### config.mk
export PLATFORM = sky130hd
export DESIGN_NAME = vgts_div
export DESIGN_NICKNAME = d
export VERILOG_FILES = /design/src/design/voxel_grid_trilinear_sample_splat_defines.svh /design/src/design/vgts_pkg.sv /design/src/design/vgts_div.sv
export SDC_FILE = /design/constraint.sdc
export NUM_CORES = 1
export LEC_CHECK = 0
export BUFFER_PORTS_ARGS = -buffer_cell sky130_fd_sc_hd__buf_2
export CAP_MARGIN = 5
export CORE_ASPECT_RATIO = 1.25
export CORE_MARGIN = 10
export CORE_UTILIZATION = 43
export DETAILED_ROUTE_END_ITERATION = 12
export PLACE_DENSITY = 0.63
export RECOVER_POWER = 50
export SLEW_MARGIN = 10
export SYNTH_ARGS = -nofsm -noshare
export SYNTH_HDL_FRONTEND = slang
export SYNTH_SLANG_ARGS = --single-unit
### constraint.sdc
create_clock -name clk -period 14.3 [get_ports clk]
set_input_delay 2.145 -clock clk [delete_from_list [all_inputs] [get_ports clk]]
set_output_delay 2.145 -clock clk [all_outputs]
set_load 0.1 [all_outputs]
### src/design/voxel_grid_trilinear_sample_splat_defines.svh
// Assertion macros for the voxel grid block.
// Needs nothing else; files that assert include it by name.
`ifndef VOXEL_GRID_TRILINEAR_SAMPLE_SPLAT_DEFINES_SVH
`define VOXEL_GRID_TRILINEAR_SAMPLE_SPLAT_DEFINES_SVH
`ifndef ASSERT_OFF
`define VGTS_ASSERT_IMP(lbl, clk, rst_n, ante, cons) \
    lbl: assert property (@(posedge clk) disable iff (!rst_n) (ante) |-> (cons)) \
        else $error("vgts assertion failed");
`define VGTS_ASSERT_NEXT(lbl, clk, rst_n, ante, cons) \
    lbl: assert property (@(posedge clk) disable iff (!rst_n) (ante) |=> (cons)) \
        else $error("vgts assertion failed");
`else
`define VGTS_ASSERT_IMP(lbl, clk, rst_n, ante, cons)
`define VGTS_ASSERT_NEXT(lbl, clk, rst_n, ante, cons)
`endif
`endif

### src/design/vgts_pkg.sv
// Shared types, constants and helpers of the voxel grid block.
// Used by vgts_div and voxel_grid_trilinear_sample_splat.
package vgts_pkg;

    localparam int MAX_EXTENT_DEF = 32;
    localparam int MAX_RADIUS_DEF = 4;

    localparam int RW    = 5;   // effective radius, up to 16
    localparam int OFW   = 6;   // neighbor offset, -15..16
    localparam int WAW   = 21;  // per-axis weight, up to r * 2^16
    localparam int MA_W  = 33;  // shared multiplier operand a
    localparam int MB_W  = 25;  // shared multiplier operand b
    localparam int MP_W  = 58;  // shared multiplier product
    localparam int IPW   = 28;  // grid-relative corner coordinate
    localparam int ACW   = 52;  // sample accumulator
    localparam int DVD_W = 29;  // dividend, product >> 32
    localparam int DVS_W = 25;  // divisor r^6
    localparam int QW    = 17;  // weight, at most 2^16

    typedef enum logic [2:0] {
        CMD_WRITE  = 3'd0,
        CMD_READ   = 3'd1,
        CMD_SAMPLE = 3'd2,
        CMD_SPLAT  = 3'd3,
        CMD_LARGE  = 3'd4
    } cmd_t;

    typedef enum logic [2:0] {
        CFG_ORIGIN_X    = 3'd0,
        CFG_ORIGIN_Y    = 3'd1,
        CFG_ORIGIN_Z    = 3'd2,
        CFG_EXTENT_X    = 3'd3,
        CFG_EXTENT_Y    = 3'd4,
        CFG_EXTENT_Z    = 3'd5,
        CFG_INV_SPACING = 3'd6
    } cfg_idx_t;

    typedef enum logic [3:0] {
        ST_CLEAR,
        ST_IDLE,
        ST_RD_WAIT,
        ST_LOC_X,
        ST_LOC_Y,
        ST_LOC_Z,
        ST_LOC_END,
        ST_NB_CHECK,
        ST_NB_ADDR,
        ST_WT_B,
        ST_WT_C,
        ST_DIV,
        ST_MEM_USE,
        ST_ACC,
        ST_FINISH
    } vgts_state_t;

    // r^6 for the large splat divisor
    function automatic logic [DVS_W-1:0] pow6(input logic [RW-1:0] r);
        logic [DVS_W-1:0] p;
        unique case (r)
            5'd0:    p = 25'd0;
            5'd1:    p = 25'd1;
            5'd2:    p = 25'd64;
            5'd3:    p = 25'd729;
            5'd4:    p = 25'd4096;
            5'd5:    p = 25'd15625;
            5'd6:    p = 25'd46656;
            5'd7:    p = 25'd117649;
            5'd8:    p = 25'd262144;
            5'd9:    p = 25'd531441;
            5'd10:   p = 25'd1000000;
            5'd11:   p = 25'd1771561;
            5'd12:   p = 25'd2985984;
            5'd13:   p = 25'd4826809;
            5'd14:   p = 25'd7529536;
            5'd15:   p = 25'd11390625;
            5'd16:   p = 25'd16777216;
            default: p = 25'd0;
        endcase
        return p;
    endfunction

    function automatic logic signed [31:0] sat32(input logic signed [63:0] x);
        logic signed [31:0] y;
        if (x > 64'sd2147483647)
            y = 32'sh7FFFFFFF;
        else if (x < -64'sd2147483648)
            y = 32'sh80000000;
        else
            y = x[31:0];
        return y;
    endfunction

    // tent weight r - |d - a| in Q.16; r = 1 gives the trilinear weights
    function automatic logic [WAW-1:0] axis_weight(input logic [OFW-1:0] d,
                                                   input logic [15:0] a,
                                                   input logic [RW-1:0] r);
        logic signed [OFW+16:0] t;
        logic [OFW+16:0] mag;
        t = $signed({d[OFW-1], d, 16'h0000}) - $signed({{(OFW+1){1'b0}}, a});
        mag = t[OFW+16] ? (OFW+17)'(-t) : (OFW+17)'(t);
        return {r, 16'h0000} - mag[WAW-1:0];
    endfunction

endpackage

### src/design/vgts_div.sv
// Restoring divider, one quotient bit per cycle, for the large splat weight.
// Uses vgts_pkg.
module vgts_div (
    input  logic                       clk,
    input  logic                       rst_n,
    input  logic                       start,
    input  logic [vgts_pkg::DVD_W-1:0] dividend,
    input  logic [vgts_pkg::DVS_W-1:0] divisor,
    output logic [vgts_pkg::QW-1:0]    quotient,
    output logic                       done
);

    localparam int CNTW = $clog2(vgts_pkg::QW);
    localparam int TRW  = vgts_pkg::DVS_W + vgts_pkg::QW;

    logic [vgts_pkg::DVD_W-1:0] rem_reg;
    logic [vgts_pkg::QW-1:0]    quo_reg;
    logic [CNTW-1:0]            cnt_reg;
    logic                       busy_reg;
    logic                       done_reg;
    logic [TRW-1:0]             trial;
    logic                       take;

    always_comb
    begin
        trial = TRW'(divisor) << cnt_reg;
        take  = TRW'(rem_reg) >= trial;
    end

    always_ff @(posedge clk or negedge rst_n)
    begin
        if (!rst_n)
        begin
            busy_reg <= 1'b0;
            done_reg <= 1'b0;
            cnt_reg  <= '0;
        end
        else
        begin
            done_reg <= 1'b0;
            if (start)
            begin
                busy_reg <= 1'b1;
                cnt_reg  <= CNTW'(vgts_pkg::QW - 1);
            end
            else if (busy_reg)
            begin
                if (cnt_reg == '0)
                begin
                    busy_reg <= 1'b0;
                    done_reg <= 1'b1;
                end
                else
                    cnt_reg <= cnt_reg - CNTW'(1);
            end
        end
    end

    always_ff @(posedge clk)
    begin
        if (start)
        begin
            rem_reg <= dividend;
            quo_reg <= '0;
        end
        else if (busy_reg && take)
        begin
            rem_reg          <= rem_reg - trial[vgts_pkg::DVD_W-1:0];
            quo_reg[cnt_reg] <= 1'b1;
        end
    end

    assign quotient = quo_reg;
    assign done     = done_reg;

endmodule
==> summary.md <==
## Worst setup path
• input pin — Critical Path Start Type
• divisor[5] — Worst setup startpoint
• flip-flop — capturing element type of the critical path
• 8550 ps — register-to-register path setup slack
• 6360 ps — Crit path arrival time
• cnt_reg[4]$_DFFE_PN0P_ — startpoint of the lowest-slack register-to-register path
• rem_reg[25]$_DFFE_PP_ — reg2reg end
• 11 — r2r worst-path depth
• input pin to flip-flop — classification of the worst setup path
• 14,260 ps — data required time of the critical path
• rem_reg[25]$_DFFE_PP_ — timing endpoint of the critical path
• 29 — highest net fanout along the worst path

## Floorplan
• 0.0178 mm2 — Total Die Area
• 0.0126 mm2 — Core ar.
• 121 um — die boundary width
• 75 — ports placed on the boundary
• 43.7% — initial core utilization
• 147 um — vertical extent of the die
• 46 — site row count

## Job
• 1 — number of max-cap violations

## Logic synthesis
• 14.5% — fraction of synthesized area in multiplexers
• 69 — number of library cell types mapped by synthesis
• 8.29 um2 — mean post-synth cell area
• edfxtp_1 — most instantiated flip-flop cell in the synthesis netlist
• 25.1% — sequential-to-total area share from yosys stat
• 53 — number of synthesized register bits
• 0.00551 mm2 — summed instance area of the synthesized netlist
• 665 — Cells after Synth
• 0 — yosys synthesis warning count
• 13.2% — async set or reset register ratio after synthesis
• 29 — number of enable-type register cells in the synthesized netlist
• 3.18% — area share of xor/xnor cells in the synthesized design
• 756 — Post-Synthesis Net Count
• 23.7% — compound-gate portion of the synthesized area
• 20.1% — share of synthesized cell area in and, or, nand and nor gates
• 7.85% — Adder-Cell Fraction of Synth Area
• compound AO/OA/AOI/OAI gates — largest family of logic cells by synthesized area

## Clocking
• 70 ps — Clock Pin Slew Worst Setup and Hold Paths
• clkbuf_16 — root buffer cell
• 2 — maximum buffer depth of the clock tree
• 0 — CTS hold repair buffers
• 5 — number of buffers added by the clock tree synthesis step
• 2 — H-tree depth
• 0 — post-cts repair resize count
• 0 — Post-CTS Setup Inserts
• 300 ps — clock network latency to the later pin of the worst-skew pair
• 53 — total clock sinks
• done — CTS tree

## Routing
• 6.10 — mean number of vias per cell
• 16,500 um — total length of routed wires
• 0 — DRC violation count after routing
• 18.9 um — DR WL/cell
• 0 — Detail Route Antenna Nets
• 5 — Detailed Routing Iterations Pass 1
• 5,344 — number of vias after detailed routing
• 483 — iteration-0 DRC count of the detailed router

## STA
• 0 — final setup vio count
• 91 — number of pins exceeding their max-slew limit in the final report
• 44.8% — Final period util
• 7.23 ps — skew final
• 156 MHz — upper clock frequency limit
• 477 ps — Hold WS
• 6400 ps — shortest period the worst path allows
• 0 ps — Setup Total Neg Slack
• no — setup repair after global routing missed its margin
• -129% — headroom to the max-slew limit
• 3440 ps — slew at the pin with the worst max-slew slack
• 7900 ps — least setup slack across all paths after layout
• 0 — final hold vios

## Placed design
• 12,600 um — Detailed Place HPWL
• 0.932 — RD Place Congestion
• 74 — Buffers on Ports
• 7940 ps — setup slack after placement
• 0.00591 mm2 — Placed Instance Area

## Global routing
• 0 — grt total ovfl
• 91 — pin count of the biggest net entering global routing
• 17.8% — overall fraction of global-route tracks in use
• 26,200 um — first-pass GRT wire length
• 0 — antenna violations before repair
• 5,056 — via count of the first global-routing pass

## Worst hold path
• quotient[14]$_SDFFE_PP0P_ — critical hold path startpoint
• flip-flop to flip-flop — worst hold-check path type

## Final layout
• 0.00603 mm2 — cell area after layout
• 29 — number of flip-flops under the largest register name
• 0 — number of diodes
• 15.7% — share of post-route cells with drive strength above 1
• 9.46% — synthesis-to-finish area growth
• 798 — Layout Nets

## Run status
• max-capacitance violations, max-slew violations — failing checks
• finished, violations left — result of the run

==> critical path, stage by stage <==
cell	delay, ps
clkbuf_1	270
mux2_2	230
o21ai_0	120
mux2_2	320
o22ai_1	350
nand2_1	170
ha_1	400
o21ai_0	110
a21oi_1	160
a21oi_1	120
o21ai_0	730
o211a_1	630
a21o_1	190
buf_4	380
==> layout by cell type, fill, tap and decap left out, drive strengths merged, types with 12 or more instances in the layout <==
cell type	n
nor3	16
mux2i	21
edfxtp	29
nor2	70
inv	19
buf	61
a21oi	48
o21ai	49
mux4	19
a21o	12
nand3	14
nand2	96
mux2	13
ha	33
a41oi	21
clkbuf	26
dfxtp	17
==> logic make-up after synthesis <==
group / Yosys count
adder cells (fa/ha/maj): 34
XOR/XNOR: 20
multiplexers: 53
AO/OA/AOI/OAI: 195
AND/OR/NAND/NOR: 245
buffers and inverters: 65
flip-flops: 53
==> per-stage QoR <==
| stage | cells | utilization (%) |
|---|---|---|
| finish | 876 | 47.9 |
| global route | 876 | 47.9 |
| CTS | 876 | 48.1 |
| detailed placement | 868 | 46.9 |
| global placement | 868 | 46.9 |
| floorplan | 665 | - |
==> layout make-up <==
type / count / area (um2)
Fill cell: 1265 / 6570
Multi-Input combinational cell: 547 / 3820
Sequential cell: 53 / 1390
Timing Repair Buffer: 82 / 402
Tap cell: 168 / 210
Clock buffer: 5 / 125
Inverter: 18 / 67.6
Clock inverter: 3 / 23.8
==> synthesized netlist by cell type (12+ instances only) <==
cell type,instances,area [um2]
a41oi_1,21,184
dfxtp_1,17,340
inv_1,17,63.8
nor2_1,70,263
nand3_1,14,70.1
a21oi_1,48,240
nor3_1,14,70.1
edfxtp_1,29,871
mux4_2,16,360
o21ai_0,46,230
a21o_1,12,90.1
mux2_2,13,146
mux2i_1,20,200
ha_1,33,413
clkbuf_1,27,101
nand2_1,96,360
==> routing by layer <==
layer	GRT usage [%]	up-vias	routed length [um]	share of wire [%]
li1	-	2576	-	-
met1	22.6	2548	7120	43
met3	3.24	27	1040	6.3
met4	7.29	0	543	3.3
met5	0	-	0	0
met2	28.9	193	7810	47
==> worst min path at each step <==
stage                                      endpoint  depth (start not counted)
after floorplan                      done$_DFF_PN0_                          2
final                     quotient[14]$_SDFFE_PP0P_                          2
after global placement     quotient[2]$_SDFFE_PP0P_                          2
after detailed placement  quotient[14]$_SDFFE_PP0P_                          2
after global routing      quotient[15]$_SDFFE_PP0P_                          2
after CTS                  quotient[8]$_SDFFE_PP0P_                          2
Power is left out: the tool's default activity adds up to more than one toggle a clock period on the data nets, which glitch-free logic cannot reach.
